<file path="src/hw/rtl/atc_pkg.sv">
// shared types, constants and helper functions of the atc block decoder
`timescale 1ns / 1ps

package atc_pkg;

    localparam int MAX_IMAGE_SIDE = 4096;
    localparam int SIDE_W         = $clog2(MAX_IMAGE_SIDE) + 1;
    localparam int COORD_W        = $clog2(MAX_IMAGE_SIDE);
    localparam int BLK_W          = COORD_W - 2;
    localparam int BLKN_W         = BLK_W + 1;
    localparam int NUM_PIXELS     = 16;
    localparam int PIX_IDX_W      = 4;
    localparam int CFG_INDEX_W    = 2;
    localparam int CFG_DATA_W     = 13;

    localparam logic [CFG_INDEX_W-1:0] REG_EXPLICIT_ALPHA = 2'd0;
    localparam logic [CFG_INDEX_W-1:0] REG_IMAGE_WIDTH    = 2'd1;
    localparam logic [CFG_INDEX_W-1:0] REG_IMAGE_HEIGHT   = 2'd2;

    localparam logic [15:0] ALT_MODE_BIT = 16'h8000;

    typedef struct packed {
        logic [7:0] red;
        logic [7:0] green;
        logic [7:0] blue;
    } rgb_t;

    typedef rgb_t [3:0] palette_t;

    typedef struct packed {
        logic [7:0]         red;
        logic [7:0]         green;
        logic [7:0]         blue;
        logic [7:0]         alpha;
        logic [COORD_W-1:0] x;
        logic [COORD_W-1:0] y;
    } pixel_t;

    function automatic logic [7:0] widen5(input logic [4:0] v);
        return {v, v[4:2]};
    endfunction

    function automatic logic [7:0] widen6(input logic [5:0] v);
        return {v, v[5:4]};
    endfunction

    function automatic logic [SIDE_W-1:0] side_clamp(input logic [CFG_DATA_W-1:0] v);
        logic [SIDE_W-1:0] r;
        r = SIDE_W'(v);
        if (v == '0)
        begin
            r = SIDE_W'(1);
        end
        else if (SIDE_W'(v) > SIDE_W'(MAX_IMAGE_SIDE))
        begin
            r = SIDE_W'(MAX_IMAGE_SIDE);
        end
        return r;
    endfunction

endpackage

</file>
<file path="src/hw/rtl/atc_palette.sv">
// four-entry palette built from the two endpoints of a colour block
`timescale 1ns / 1ps

module atc_palette
(
    input  logic [15:0]       c0,
    input  logic [15:0]       c1,
    output atc_pkg::palette_t pal
);

    atc_pkg::rgb_t e0;
    atc_pkg::rgb_t e1;

    function automatic logic [7:0] mix53(input logic [7:0] a, input logic [7:0] b);
        logic [10:0] s;
        s = 11'(a) * 11'd5 + 11'(b) * 11'd3;
        return s[10:3];
    endfunction

    function automatic logic [7:0] sub_quarter(input logic [7:0] a, input logic [7:0] b);
        logic [7:0] q;
        q = {2'b00, b[7:2]};
        return (a > q) ? (a - q) : 8'd0;
    endfunction

    always_comb
    begin
        e0.red   = atc_pkg::widen5(c0[14:10]);
        e0.green = atc_pkg::widen5(c0[9:5]);
        e0.blue  = atc_pkg::widen5(c0[4:0]);
        e1.red   = atc_pkg::widen5(c1[15:11]);
        e1.green = atc_pkg::widen6(c1[10:5]);
        e1.blue  = atc_pkg::widen5(c1[4:0]);

        if ((c0 & atc_pkg::ALT_MODE_BIT) == '0)
        begin
            pal[0]       = e0;
            pal[1].red   = mix53(e0.red, e1.red);
            pal[1].green = mix53(e0.green, e1.green);
            pal[1].blue  = mix53(e0.blue, e1.blue);
            pal[2].red   = mix53(e1.red, e0.red);
            pal[2].green = mix53(e1.green, e0.green);
            pal[2].blue  = mix53(e1.blue, e0.blue);
            pal[3]       = e1;
        end
        else
        begin
            pal[0]       = '0;
            pal[1].red   = sub_quarter(e0.red, e1.red);
            pal[1].green = sub_quarter(e0.green, e1.green);
            pal[1].blue  = sub_quarter(e0.blue, e1.blue);
            pal[2]       = e0;
            pal[3]       = e1;
        end
    end

endmodule

</file>
<file path="src/hw/rtl/atc_lane.sv">
// one pixel lane: palette pick, alpha expansion and crop test
`timescale 1ns / 1ps

module atc_lane
(
    input  atc_pkg::palette_t                 pal,
    input  logic [1:0]                        sel,
    input  logic [3:0]                        nibble,
    input  logic                              explicit_alpha,
    input  logic [atc_pkg::COORD_W-1:0]       px,
    input  logic [atc_pkg::COORD_W-1:0]       py,
    input  logic [atc_pkg::SIDE_W-1:0]        width,
    input  logic [atc_pkg::SIDE_W-1:0]        height,
    output atc_pkg::pixel_t                   pix,
    output logic                              visible
);

    atc_pkg::rgb_t colour;

    always_comb
    begin
        colour    = pal[sel];
        pix.red   = colour.red;
        pix.green = colour.green;
        pix.blue  = colour.blue;
        pix.alpha = explicit_alpha ? {nibble, nibble} : 8'hff;
        pix.x     = px;
        pix.y     = py;
        visible   = ({1'b0, px} < width) && ({1'b0, py} < height);
    end

endmodule

</file>
<file path="src/hw/rtl/atc_emitter.sv">
// block buffer and output register: sends the visible pixels one per cycle while out_ready allows
`timescale 1ns / 1ps

module atc_emitter
(
    input  logic                                clk,
    input  logic                                rst_n,
    input  logic                                load,
    input  atc_pkg::pixel_t                     lane_pix [atc_pkg::NUM_PIXELS],
    input  logic [atc_pkg::NUM_PIXELS-1:0]      lane_visible,
    input  logic                                last_image,
    output logic                                buf_free,
    output logic                                out_valid,
    input  logic                                out_ready,
    output atc_pkg::pixel_t                     out_pix,
    output logic                                out_last_block,
    output logic                                out_last_image
);

    atc_pkg::pixel_t                   buf_reg [atc_pkg::NUM_PIXELS];
    logic [atc_pkg::NUM_PIXELS-1:0]    mask_reg;
    logic [atc_pkg::NUM_PIXELS-1:0]    mask_next;
    logic                              last_image_reg;
    logic                              out_valid_reg;
    atc_pkg::pixel_t                   out_pix_reg;
    logic                              out_last_block_reg;
    logic                              out_last_image_reg;

    logic [atc_pkg::NUM_PIXELS-1:0]    low_bit;
    logic [atc_pkg::NUM_PIXELS-1:0]    remaining;
    logic [atc_pkg::PIX_IDX_W-1:0]     pick;
    logic                              out_free;
    logic                              take;

    always_comb
    begin
        low_bit   = mask_reg & (~mask_reg + 1'b1);
        remaining = mask_reg & ~low_bit;
        pick      = '0;
        for (int i = atc_pkg::NUM_PIXELS - 1; i >= 0; i--)
        begin
            if (mask_reg[i])
            begin
                pick = atc_pkg::PIX_IDX_W'(i);
            end
        end
        out_free  = !out_valid_reg || out_ready;
        take      = (mask_reg != '0) && out_free;
        buf_free  = (mask_reg == '0) || (take && (remaining == '0));
        mask_next = take ? remaining : mask_reg;
        if (load)
        begin
            mask_next = lane_visible;
        end
    end

    always_ff @(posedge clk or negedge rst_n)
    begin
        if (!rst_n)
        begin
            mask_reg      <= '0;
            out_valid_reg <= 1'b0;
        end
        else
        begin
            mask_reg <= mask_next;
            if (out_free)
            begin
                out_valid_reg <= take;
            end
        end
    end

    always_ff @(posedge clk)
    begin
        if (load)
        begin
            buf_reg        <= lane_pix;
            last_image_reg <= last_image;
        end
        if (take)
        begin
            out_pix_reg        <= buf_reg[pick];
            out_last_block_reg <= (remaining == '0);
            out_last_image_reg <= (remaining == '0) && last_image_reg;
        end
    end

    assign out_valid      = out_valid_reg;
    assign out_pix        = out_pix_reg;
    assign out_last_block = out_last_block_reg;
    assign out_last_image = out_last_image_reg;

endmodule

</file>
<file path="src/hw/rtl/atc_texture_block_decoder.sv">
// top level of the atc texture block decoder
`timescale 1ns / 1ps

// Decodes one compressed 4x4 atc block per input word into up to sixteen pixel words.
// Input word (s_*): colour block and alpha block; taken when s_tvalid and s_tready
// are high at a rising edge. Output word (m_*): one pixel in raster order within its
// block, tlast on the last visible pixel of the block, tuser on that pixel when the
// block is the last of the image. Blocks are placed by running block counters in
// raster order; pixels beyond the configured width and height are dropped.
// Configuration: cfg_we with cfg_index and cfg_data, which the user must drive only while the
// block is idle; the block itself does not enforce this. A taken word goes to the block buffer
// and each of its pixels from there to the output register that drives m_*. Throughput: one
// pixel per cycle while m_tready is high, set by the single output channel that serialises the
// sixteen decode lanes; a cropped block sends only its visible pixels, at least one as its
// first pixel is always inside the image. The next block is taken in the cycle its
// predecessor's last pixel moves to the output register.
// When m_tready is low the output register and the block buffer hold, and s_tready
// drops once the buffer is full. Reset clears the counters, the buffer and the
// output, and sets opaque rgb mode at 4096 x 4096.
module atc_texture_block_decoder
(
    input  logic                                clk,
    input  logic                                rst_n,
    input  logic                                s_tvalid,
    output logic                                s_tready,
    input  logic [127:0]                        s_tdata,   // color_block, alpha_block
    output logic                                m_tvalid,
    input  logic                                m_tready,
    output logic [55:0]                         m_tdata,   // red, green, blue, alpha, pixel_x, pixel_y
    output logic                                m_tlast,
    output logic                                m_tuser,   // last_of_image
    input  logic                                cfg_we,
    input  logic [atc_pkg::CFG_INDEX_W-1:0]     cfg_index,
    input  logic [atc_pkg::CFG_DATA_W-1:0]      cfg_data
);

    logic                              explicit_alpha_reg;
    logic [atc_pkg::CFG_DATA_W-1:0]    image_width_reg;
    logic [atc_pkg::CFG_DATA_W-1:0]    image_height_reg;
    logic [atc_pkg::BLK_W-1:0]         block_column_reg;
    logic [atc_pkg::BLK_W-1:0]         block_column_next;
    logic [atc_pkg::BLK_W-1:0]         block_row_reg;
    logic [atc_pkg::BLK_W-1:0]         block_row_next;

    logic [atc_pkg::SIDE_W-1:0]        width_c;
    logic [atc_pkg::SIDE_W-1:0]        height_c;
    logic [atc_pkg::BLKN_W-1:0]        blk_cols;
    logic [atc_pkg::BLKN_W-1:0]        blk_rows;
    logic [atc_pkg::BLK_W-1:0]         col_eff;
    logic [atc_pkg::BLK_W-1:0]         row_eff;
    logic [atc_pkg::BLKN_W-1:0]        col_inc;
    logic [atc_pkg::BLKN_W-1:0]        row_inc;
    logic                              last_image;
    logic                              accept;

    logic [63:0]                       color_block;
    logic [63:0]                       alpha_block;
    atc_pkg::palette_t                 pal;
    atc_pkg::pixel_t                   lane_pix [atc_pkg::NUM_PIXELS];
    logic [atc_pkg::NUM_PIXELS-1:0]    lane_visible;

    logic                              buf_free;
    atc_pkg::pixel_t                   out_pix;

    assign color_block = s_tdata[63:0];
    assign alpha_block = s_tdata[127:64];
    assign accept      = s_tvalid && s_tready;
    assign s_tready    = buf_free;

    always_comb
    begin
        width_c  = atc_pkg::side_clamp(image_width_reg);
        height_c = atc_pkg::side_clamp(image_height_reg);
        blk_cols = atc_pkg::BLKN_W'((width_c + atc_pkg::SIDE_W'(3)) >> 2);
        blk_rows = atc_pkg::BLKN_W'((height_c + atc_pkg::SIDE_W'(3)) >> 2);

        // counters left beyond a smaller size start over
        col_eff = ({1'b0, block_column_reg} >= blk_cols) ? '0 : block_column_reg;
        row_eff = ({1'b0, block_row_reg} >= blk_rows) ? '0 : block_row_reg;

        last_image = ({1'b0, col_eff} == blk_cols - 1'b1)
                  && ({1'b0, row_eff} == blk_rows - 1'b1);

        col_inc = {1'b0, col_eff} + 1'b1;
        row_inc = {1'b0, row_eff} + 1'b1;
        block_column_next = col_inc[atc_pkg::BLK_W-1:0];
        block_row_next    = row_eff;
        if (col_inc >= blk_cols)
        begin
            block_column_next = '0;
            block_row_next    = (row_inc >= blk_rows) ? '0 : row_inc[atc_pkg::BLK_W-1:0];
        end
    end

    always_ff @(posedge clk or negedge rst_n)
    begin
        if (!rst_n)
        begin
            explicit_alpha_reg <= 1'b0;
            image_width_reg    <= atc_pkg::CFG_DATA_W'(atc_pkg::MAX_IMAGE_SIDE);
            image_height_reg   <= atc_pkg::CFG_DATA_W'(atc_pkg::MAX_IMAGE_SIDE);
            block_column_reg   <= '0;
            block_row_reg      <= '0;
        end
        else
        begin
            if (cfg_we)
            begin
                case (cfg_index)
                    atc_pkg::REG_EXPLICIT_ALPHA: explicit_alpha_reg <= cfg_data[0];
                    atc_pkg::REG_IMAGE_WIDTH:    image_width_reg    <= cfg_data;
                    atc_pkg::REG_IMAGE_HEIGHT:   image_height_reg   <= cfg_data;
                    default:                     ;
                endcase
            end
            if (accept)
            begin
                block_column_reg <= block_column_next;
                block_row_reg    <= block_row_next;
            end
        end
    end

    atc_palette u_palette
    (
        .c0  (color_block[15:0]),
        .c1  (color_block[31:16]),
        .pal (pal)
    );

    for (genvar p = 0; p < atc_pkg::NUM_PIXELS; p++)
    begin : g_lane
        atc_lane u_lane
        (
            .pal            (pal),
            .sel            (color_block[32 + 2*p +: 2]),
            .nibble         (alpha_block[4*p +: 4]),
            .explicit_alpha (explicit_alpha_reg),
            .px             ({col_eff, 2'(p % 4)}),
            .py             ({row_eff, 2'(p / 4)}),
            .width          (width_c),
            .height         (height_c),
            .pix            (lane_pix[p]),
            .visible        (lane_visible[p])
        );
    end

    atc_emitter u_emitter
    (
        .clk            (clk),
        .rst_n          (rst_n),
        .load           (accept),
        .lane_pix       (lane_pix),
        .lane_visible   (lane_visible),
        .last_image     (last_image),
        .buf_free       (buf_free),
        .out_valid      (m_tvalid),
        .out_ready      (m_tready),
        .out_pix        (out_pix),
        .out_last_block (m_tlast),
        .out_last_image (m_tuser)
    );

    assign m_tdata = {out_pix.y, out_pix.x, out_pix.alpha,
                      out_pix.blue, out_pix.green, out_pix.red};

endmodule

</file>
<file path="config.mk">
export PLATFORM = sky130hd
export DESIGN_NAME = atc_texture_block_decoder
export DESIGN_NICKNAME = d
export VERILOG_FILES = /design/src/hw/rtl/atc_pkg.sv /design/src/hw/rtl/atc_palette.sv /design/src/hw/rtl/atc_lane.sv /design/src/hw/rtl/atc_emitter.sv /design/src/hw/rtl/atc_texture_block_decoder.sv
export SDC_FILE = /design/constraint.sdc
export NUM_CORES = 1
export LEC_CHECK = 0
export BUFFER_PORTS_ARGS = -buffer_cell sky130_fd_sc_hd__buf_2
export CAP_MARGIN = 20
export CORE_UTILIZATION = 55
export DETAILED_ROUTE_END_ITERATION = 16
export PLACE_DENSITY = 0.82
export SETUP_SLACK_MARGIN = 0.1
export SYNTH_ARGS = -nofsm -noshare
export SYNTH_HDL_FRONTEND = slang
export SYNTH_SLANG_ARGS = --single-unit
</file>
<file path="constraint.sdc">
create_clock -name clk -period 8.3 [get_ports clk]
set_input_delay 0.415 -clock clk [delete_from_list [all_inputs] [get_ports clk]]
set_output_delay 0.415 -clock clk [all_outputs]
set_load 0.02 [all_outputs]
</file>
### Word level (Yosys, flattened, before mapping)

Index checks and enable logic that the tools add are counted.

* $add $sub $neg: 16
* multiply operators: 12
* div/mod/pow operators: 0
* magnitude comparators: 34
* equality and inequality tests: 4
* shift operators: 0
* multiplexer cells: 66
* bitwise operators: 5
* reductions and logical operators: 35

Operators with widths (number)
* $bmux W24 S2: 16
* $mux W24: 16
* $bmux W56 S4: 1
* $mux W56: 2
* $lt A12 B13 Y1: 8
* $mux W72: 1
* $add A11 B10 Y11: 6
* $mul A8 B3 Y11 const B: 6
* $mux W4: 16
* $mul A8 B2 Y10 const B: 6
* $mux W13: 4
* $mux W10: 5
* $logic_not A16 Y1: 3
* $lt A2 B3 Y1 const B: 16
* $and A16 B16 Y16: 2
* $mux W16: 2
* $not A16 Y16: 2
* $add A13 B2 Y13 const B: 2
* $gt A13 B13 Y1 const B: 2
* $logic_not A13 Y1: 2
* $gt A8 B6 Y1: 3
* $mux W8: 3
* $sub A8 B6 Y8: 3
* $add A10 B1 Y11 const B: 2
* other kinds (16): 43

* flip-flop bits (word level): 655
* bits in latches: 0
* memory bits (writable): 0
* memory bits (read-only): 0
* input bits: 148
* output and inout bits: 60
* word-level logic and storage cells: 254
* memories kept: 0

### Logic depth before layout (Yosys ltp)

Gate-level depths: netlist of the first run.

* depth in word-level cells: 20
* mapped depth: 29
* mapped depth without buffers: 25

### Cells and area by module

From an unflattened synthesis of the first run, not the netlist that was laid out.

* cells, all modules: 5869
* area, all modules: 70729.1 µm²

By module, submodules not included
* atc_emitter: times used 1, cells an instance 2250, area each 37021.8 µm², sequential area each 29102.9 µm²
* atc_lane at g_lane[0].u_lane ...: times used 11, cells an instance 139, area each 1386.3 µm², sequential area each 0.0 µm²
* atc_lane at g_lane[5].u_lane ...: times used 5, cells an instance 142, area each 1417.6 µm², sequential area each 0.0 µm²
* atc_palette: times used 1, cells an instance 813, area each 6466.2 µm², sequential area each 0.0 µm²
* atc_texture_block_decoder: times used 1, cells an instance 567, area each 4903.5 µm², sequential area each 1178.6 µm²

### Least setup slack after synthesis of the first run

Ideal clock, no wire load.

* path type: reg2reg
* from: register u_emitter.mask_reg[4] in the netlist's numbering
* to: register block_row_reg[1] in the netlist's numbering
* setup time: 0.126 ns
* data arrival time: 6.131 ns
* data required time: 8.174 ns
* setup slack: 2.043 ns
* cell stages (with the launch flop): 12
* buffers on the path: 2
* period minus slack after synthesis: 6.257 ns
* cells stage by stage: dfrtp_1 > clkbuf_1 > nor4_4 > nand3_1 > maj3_1 > o21ai_0 > nand3_1 > o21a_1 > inv_2 > buf_4 > nand2_1 > a32o_1

* longest elaborated chain between the ends: 9
* elaborated cells between the ends (all ways): 12
* those cells by class: add/sub (1); bitwise (4); reduce/logical (7)

Ends and longest elaborated chain
* from (decl): RTL line atc_emitter.sv:21 `logic [atc_pkg::NUM_PIXELS-1:0] mask_reg;`
* from (signal assigned): RTL line atc_emitter.sv:66 `mask_reg <= mask_next;`
* $not A16 Y16: RTL line atc_emitter.sv:37 `low_bit = mask_reg & (~mask_reg + 1'b1);`
* $add A16 B1 Y16: RTL line atc_emitter.sv:37
* $and A16 B16 Y16: RTL line atc_emitter.sv:37
* $not A16 Y16: RTL line atc_emitter.sv:38 `remaining = mask_reg & ~low_bit;`
* $and A16 B16 Y16: RTL line atc_emitter.sv:38
* $logic_not A16 Y1: RTL line atc_emitter.sv:49 `buf_free = (mask_reg == '0) || (take && (remaining == '0));`
* $logic_and A1 B1 Y1: RTL line atc_emitter.sv:49
* $logic_or A1 B1 Y1 (*): RTL line atc_emitter.sv:49
* $logic_and A1 B1 Y1 (*): RTL line atc_texture_block_decoder.sv:67 `assign accept = s_tvalid && s_tready;`
* net accept: RTL line atc_texture_block_decoder.sv:54 `logic accept;`
* to (signal assigned): RTL line atc_texture_block_decoder.sv:119 `block_row_reg <= block_row_next;`
* to (decl): RTL line atc_texture_block_decoder.sv:42 `logic [atc_pkg::BLK_W-1:0] block_row_reg;`

Mark *: on every way through the listed nets, which the timed path passes. The rest lies on a longest branch.
A chain may end at the register's enable or synchronous reset.

### Final worst setup path of the first run

* from: register image_height_reg[4] in the netlist's numbering
* to: register block_row_reg[7] in the netlist's numbering

* longest elaborated chain between the ends: 10
* elaborated cells between the ends (all ways): 11
* those cells by class: add/sub (2); order compare (3); mux (5); reduce/logical (1)

Ends and longest elaborated chain
* from (decl): RTL line atc_texture_block_decoder.sv:39 `logic [atc_pkg::CFG_DATA_W-1:0] image_height_reg;`
* from (signal assigned): RTL line atc_texture_block_decoder.sv:101 `image_height_reg <= atc_pkg::CFG_DATA_W'(atc_pkg::MAX_IMAGE_SIDE);`
* from (signal assigned): RTL line atc_texture_block_decoder.sv:112 `atc_pkg::REG_IMAGE_HEIGHT: image_height_reg <= cfg_data;`
* $gt A13 B13 Y1: RTL line atc_pkg.sv:54 `else if (SIDE_W'(v) > SIDE_W'(MAX_IMAGE_SIDE))`
* $mux W13: RTL line atc_pkg.sv:54
* $mux W13 (*): RTL line atc_pkg.sv:50 `if (v == '0)`
* $add A13 B2 Y13 (*): RTL line atc_texture_block_decoder.sv:75 `blk_rows = atc_pkg::BLKN_W'((height_c + atc_pkg::SIDE_W'(3)) >> 2);`
* $ge A10 B11 Y1: RTL line atc_texture_block_decoder.sv:79 `row_eff = ({1'b0, block_row_reg} >= blk_rows) ? '0 : block_row_reg;`
* $mux W10: RTL line atc_texture_block_decoder.sv:79
* $add A10 B1 Y11: RTL line atc_texture_block_decoder.sv:85 `row_inc = {1'b0, row_eff} + 1'b1;`
* $ge A11 B11 Y1: RTL line atc_texture_block_decoder.sv:91 `block_row_next = (row_inc >= blk_rows) ? '0 : row_inc[atc_pkg::BLK_W-1:0];`
* $mux W10: RTL line atc_texture_block_decoder.sv:91
* $mux W10 (*): RTL line atc_texture_block_decoder.sv:88 `if (col_inc >= blk_cols)`

Every way passes the cells marked *; elsewhere a longest branch is shown, timed or not.

==> results of run 1 <==
-- timing repair --
| action | in CTS | in global routing |
|---|---|---|
| gates resized for setup | 0 | 0 |
| hold endpoints to repair | 24 | 0 |
| hold buffers | 3 | 0 |
-- critical path: stages, from the launching register on --
cell,delay (ns)
dfrtp_1,0.47
or3_2,0.53
o31ai_1,0.64
nor2_1,0.09
nor3_1,0.45
ha_1,0.33
nand2b_1,0.14
a31oi_1,0.22
o21a_1,0.18
o211ai_1,0.16
o211ai_1,0.34
nand3_1,0.49
nor2_1,0.33
ha_1,0.31
nand3_1,0.14
xor2_1,0.17
nor2_1,0.15
ha_1,0.26
o21ai_0,0.15
a21oi_1,0.07
o21a_1,0.19
o311ai_0,0.29
o211a_1,0.43
nand2_1,0.12
o21ai_0,0.23
-- metrics by stage --
step                      worst slack, ns  power [mW]  hold WS, ns
after floorplan                      2.04        12.2        0.119
after global placement               1.67        14.7        0.401
after detailed placement             1.48        15.0        0.405
after CTS                            1.44        17.6     0.000556
after global routing                0.793        18.6       0.0162
final                                1.30        17.8       0.0321
-- cell usage after synthesis, drive strengths merged (71+ instances only) --
library cell | n | area, sq um
o22ai | 80 | 500
clkbuf | 315 | 1190
edfxtp | 523 | 15700
mux2i | 278 | 2780
o21ai | 167 | 847
xnor2 | 85 | 744
mux2 | 140 | 1580
fa | 71 | 1420
mux4 | 255 | 5740
nand2b | 77 | 482
a21oi | 251 | 1270
nand2 | 139 | 524
nor2 | 242 | 908
inv | 207 | 777
ha | 207 | 2590
-- metal layers --
| layer | track usage | share of wire | vias up | wire (um) |
|---|---|---|---|---|
| met3 | 0.0568 | 0.12 | 393 | 14100 |
| li1 | - | - | 13900 | - |
| met5 | 0 | 0.000082 | - | 10 |
| met2 | 0.488 | 0.47 | 2124 | 57000 |
| met1 | 0.403 | 0.37 | 15600 | 45000 |
| met4 | 0.140 | 0.047 | 2 | 5780 |
-- where the power goes --
part	switching, mW	internal [mW]
Clock	1.19	1.41
Combinational	6.21	4.17
Sequential	0.340	4.47
-- how the worst max path moves through the flow --
stage	startpoint	depth (start not counted)	to	slack, ns
2_1_floorplan	u_emitter.mask_reg[4]	11	block_row_reg[1]	2.04
3_3_place_gp	image_width_reg[12]	24	block_row_reg[2]	1.67
3_5_place_dp	image_height_reg[10]	24	block_row_reg[7]	1.48
4_1_cts	image_height_reg[4]	24	block_row_reg[7]	1.44
5_1_grt	image_height_reg[4]	24	block_row_reg[7]	0.79
6_report	image_height_reg[4]	24	block_row_reg[7]	1.30
-- final cells by class --
class	instances	share of cell area
Multi-Input combinational cell	2525	0.504
Sequential cell	587	0.372
Timing Repair Buffer	304	0.0398
Clock buffer	79	0.0333
Tap cell	1040	0.0280
Inverter	209	0.0171
Clock inverter	29	0.00565
Antenna cell	2	0.000108
-- cell families (layout without fill, tap and decap cells) --
family                     after synthesis  in the layout  share of synthesized area
muxes                                  673            673                      0.235
AOI/OAI and AO/OA                      797            797                      0.116
and+or+nand+nor                        654            654                     0.0747
xor gates and xnor gates               119            119                     0.0244
buffers and inverters                  579            621                     0.0529
adders and majority gates              282            282                     0.0943
DFF                                    587            587                      0.403
other                                    0              2                          0
==> qor.yml, run 1 <==
run_status:
  status: "finished, final reports clean"
synth:
  syn_area_per_cell_sq_um: 11.6
  synthesis.instances: 3691
  yosysWarnings: 0
  synth-edff-count: 523
  yosysSeqAreaShare: 0.403
  synthArstFlopShare: 0.109
  ys_ff_latch: 587
  ys.flop_type: "edfxtp_1"
  synth.distinct_cells: 93
  synth_nets: 4117
  synthesis.area_sq_um: 43000
critical_path:
  r2r_start: "image_height_reg[4]"
  crit_type: "flip-flop to flip-flop"
  rr_worst_depth: 24
  cp-end-kind: "flip-flop"
  crit_path_start_kind: "flip-flop"
  reg2reg_to: "block_row_reg[7]"
  cp.arrival_ns: 7.53
  reg2reg_slack_ns: 1.30
  critPathMaxFanout: 13
  cp_data_required_time_ns: 8.83
cells_and_area:
  largest_reg_flops: 468
  nNetsFinal: 4112
  fill_cells: 5972
  layout.cells.most_common_list: "edfxtp_1 (523), mux2i_1 (278), mux4_2 (255), a21oi_1 (246), nor2_1 (240)"
  area_growth_pct: 8.27
  regArea_sq_um: 17300
  fin_util: 0.602
  final_cells: 4775
  fin_area_sq_um: 46500
  layout_commonest_cell: "edfxtp_1"
  layout-drive-gt1-share: 0.220
  multi_input_area_sq_um: 23500
route:
  wl_mm: 122
  antenna_left: 0
  first_iter_violations: 3941
  wire_per_inst_um: 25.5
  drcViolationCount: 0
  viasPerCell: 6.70
  firstDrtPassIters: 6
  vias: 32000
place:
  place.detailed.hpwl_mm: 73.9
  gp_congestion: 0.915
  placed_cells: 4642
  placed_cell_area_sq_um: 44500
  io_buffers: 207
power_and_ir_drop:
  p_leak_nw: 17.8
  p_per_area_nw_per_um2: 382
  ir_drop_mv: 0.564
hold_path:
  min_to: "image_height_reg[1]"
  hp-start: "cfg_data[1]"
  min_path_type: "input pin to flip-flop"
  whs_path_depth: 2
global_route:
  grt_overflow: 0
  grt_max_degree: 228
  grt_pass1_wl_mm: 183
  grtUsageTotal: 0.304
  grt_pass1_vias: 30800
  antenna_found_initial: 2
clocking:
  clk_pin_slew_ns: 0.07
  cts_root_buf: "clkbuf_16"
  clk_latency_ns: 0.66
  cts.path.max_buffers: 3
  cts_max_level: 2
  clock-sinks: 587
  post-cts-setup-buffers: 0
  cts_tree: "built"
  numCtsBuffers: 59
sta:
  final-hold-violation-count: 0
  slew_violations: 0
  rsz0062_at_grt: "no"
  slew_headroom: 0.140
  skew_ns: 0.0401
  finalCritPeriodShare: 0.843
  setup-violations-final: 0
  final.setup.tns_ns: 0
  tightestPinTransition_ns: 1.29
  fin_crit_ns: 7.00
  fmax_mhz: 143
floorplanning:
  die_h_um: 282
  coreArea_sq_um: 77300
  die_area_sq_um: 79300
  die_w_um: 282
  fp-row-count: 102
  start_util: 0.556
  io_pins: 208
run:
  maxCapViolations: 0
(Power assumes the default switching activity.)
==> run 2: changes to the inputs <==
clock period = 6.6 ns   (was 8.3 ns; I/O delays follow)
==> run 2 against run 1 <==
Effect of this change:
- first-iteration DRC count grew 2.4%
- largest power group unchanged
- critical path type unchanged
- design area grew 1.6%
- register-to-register slack lost 0.73 ns
- combinational power is 26% higher
- global-route usage increased by 0.18 points
- sequential cell count did not move
- sequential power rose by 26%
==> qor.yml, run 2 (same netlist as run 1, synthesis figures left out) <==
place:
  placed_cell_area_sq_um: 44600
  place.detailed.hpwl_mm: 73.4
  dp_slack_ns: 0.525
  gp_congestion: 0.937
  placed_cells: 4655
  io_buffers: 207
critical_path:
  slowest_delay_ns: 0.56
  crit_top_cell: "ha_1"
  crit_path_start_kind: "flip-flop"
  crit_type: "flip-flop to flip-flop"
  slowest_stage: "or3_1"
  cp-end-kind: "flip-flop"
  cp_data_required_time_ns: 7.13
  cp.arrival_ns: 6.55
  critPathMaxFanout: 17
route:
  firstDrtPassIters: 7
  dr.max_layer_used: "met5"
  drcViolationCount: 0
  vias: 32100
  first_iter_violations: 4034
  viasPerCell: 6.61
  antenna_left: 0
  wl_met1_mm: 45.4
  wl_mm: 122
  wl_met3_mm: 14.2
  dr_wl_met2_mm: 56.6
  wire_per_inst_um: 25.1
clocking:
  cts_root_buf: "clkbuf_16"
  cts_max_level: 2
  clk_pin_slew_ns: 0.06
  post-cts-setup-buffers: 0
  cts_tree: "built"
  clock-sinks: 587
  cts.path.max_buffers: 3
  numCtsBuffers: 59
  clk_latency_ns: 0.66
floorplanning:
  io_pins: 208
  die_w_um: 282
  fp-row-count: 102
  die_area_sq_um: 79300
  start_util: 0.556
  die_h_um: 282
  coreArea_sq_um: 77300
global_route:
  grt_pass1_vias: 31000
  grt_overflow: 0
  grtUsageTotal: 0.306
  antenna_found_initial: 3
  grt_pass1_wl_mm: 184
  grt_max_degree: 170
cells_and_area:
  layout.cells.most_common_list: "edfxtp_1 (523), mux2i_1 (278), mux4_2 (255), a21oi_1 (246), nor2_1 (240)"
  area_growth_pct: 10.0
  layout-drive-gt1-share: 0.220
  final_cells: 4855
  nNetsFinal: 4193
  fill_cells: 5828
  largest_reg_flops: 468
  fin_area_sq_um: 47300
  layout_commonest_cell: "edfxtp_1"
  fin_util: 0.611
sta:
  skew_ns: 0.0336
  fin_crit_ns: 6.02
  setup-violations-final: 0
  slew_headroom: 0.228
  finalCritPeriodShare: 0.913
  tightestPinTransition_ns: 1.16
  final.setup.tns_ns: 0
  slew_violations: 0
  worst_slack_ns: 0.577
  final-hold-violation-count: 0
  fmax_mhz: 166
  rsz0062_at_grt: "no"
power_and_ir_drop:
  p_per_area_nw_per_um2: 471
  ir_drop_mv: 0.876
  p_leak_nw: 18.1
run_status:
  status: "finished, final reports clean"
run:
  maxCapViolations: 0
hold_path:
  min_path_type: "input pin to flip-flop"
[run 2: changes by cell type in the layout (fill, tap and decap cells not counted), sizes merged]
cell / delta
clkinvlp: +1
clkbuf: -6
bufinv: -2
inv: -3
dlygate4sd3: +75
clkinv: +8
buf: +7
[run 2: worst paths after layout]
path	from	end	slack, ns	cells after the start
min in group asynchronous	rst_n	image_width_reg[9]	0.42	3
min reg2reg	u_emitter.buf_reg[582]	u_emitter.out_pix[22]	0.42	0
max in group asynchronous	rst_n	explicit_alpha_reg	5.55	3
max	image_width_reg[12]	block_row_reg[2]	0.58	25
max reg2reg	image_width_reg[12]	block_row_reg[2]	0.58	25
min	cfg_index[1]	explicit_alpha_reg	0.07	3
[run 2: stage by stage]
step / hold slack, ns / power (mW)
after detailed placement: 0.405 / 18.8
after global placement: 0.401 / 18.5
after global routing: 0.0551 / 23.3
after CTS: 0.0371 / 22.1
final: 0.0729 / 22.3
after floorplan: 0.0344 / 15.3
[run 2: power by group]
group	internal (mW)	switching, mW
sequential	5.61	0.426
combinational	5.29	7.77
clock	1.70	1.49
[run 2: cell type report]
class	count	area [sq um]	area share
well taps	1040	1300	0.0275
clock inverters	33	236	0.00500
repair buffers	385	2630	0.0556
multi-input cells	2525	23500	0.496
diodes	2	5.00	0.000106
flip-flops and latches	587	17300	0.366
clock buffers	74	1540	0.0326
inverters	209	797	0.0169
[run 2: worst max-delay path: cells and delay by family, from the launching register on]
family / cells / cell delay (ns)
AO/OA/AOI/OAI: 7 / 1.54
buffers and inverters: 2 / 0.28
flip-flops: 1 / 0.45
XOR/XNOR: 2 / 0.26
adder cells (fa/ha/maj): 3 / 0.79
AND/OR/NAND/NOR: 11 / 2.59
[run 2: metal layers]
metal	vias to the layer above	global-route usage
met2	2170	0.486
met4	2	0.134
li1	14100	-
met3	369	0.0570
met1	15500	0.412
met5	-	0
[run 2: what timing repair did]
action                                  CTS  global route
resized for setup                         0             2
endpoints found under the setup margin    0            12
endpoints found under the hold margin   152             0
hold buffers                             78             0
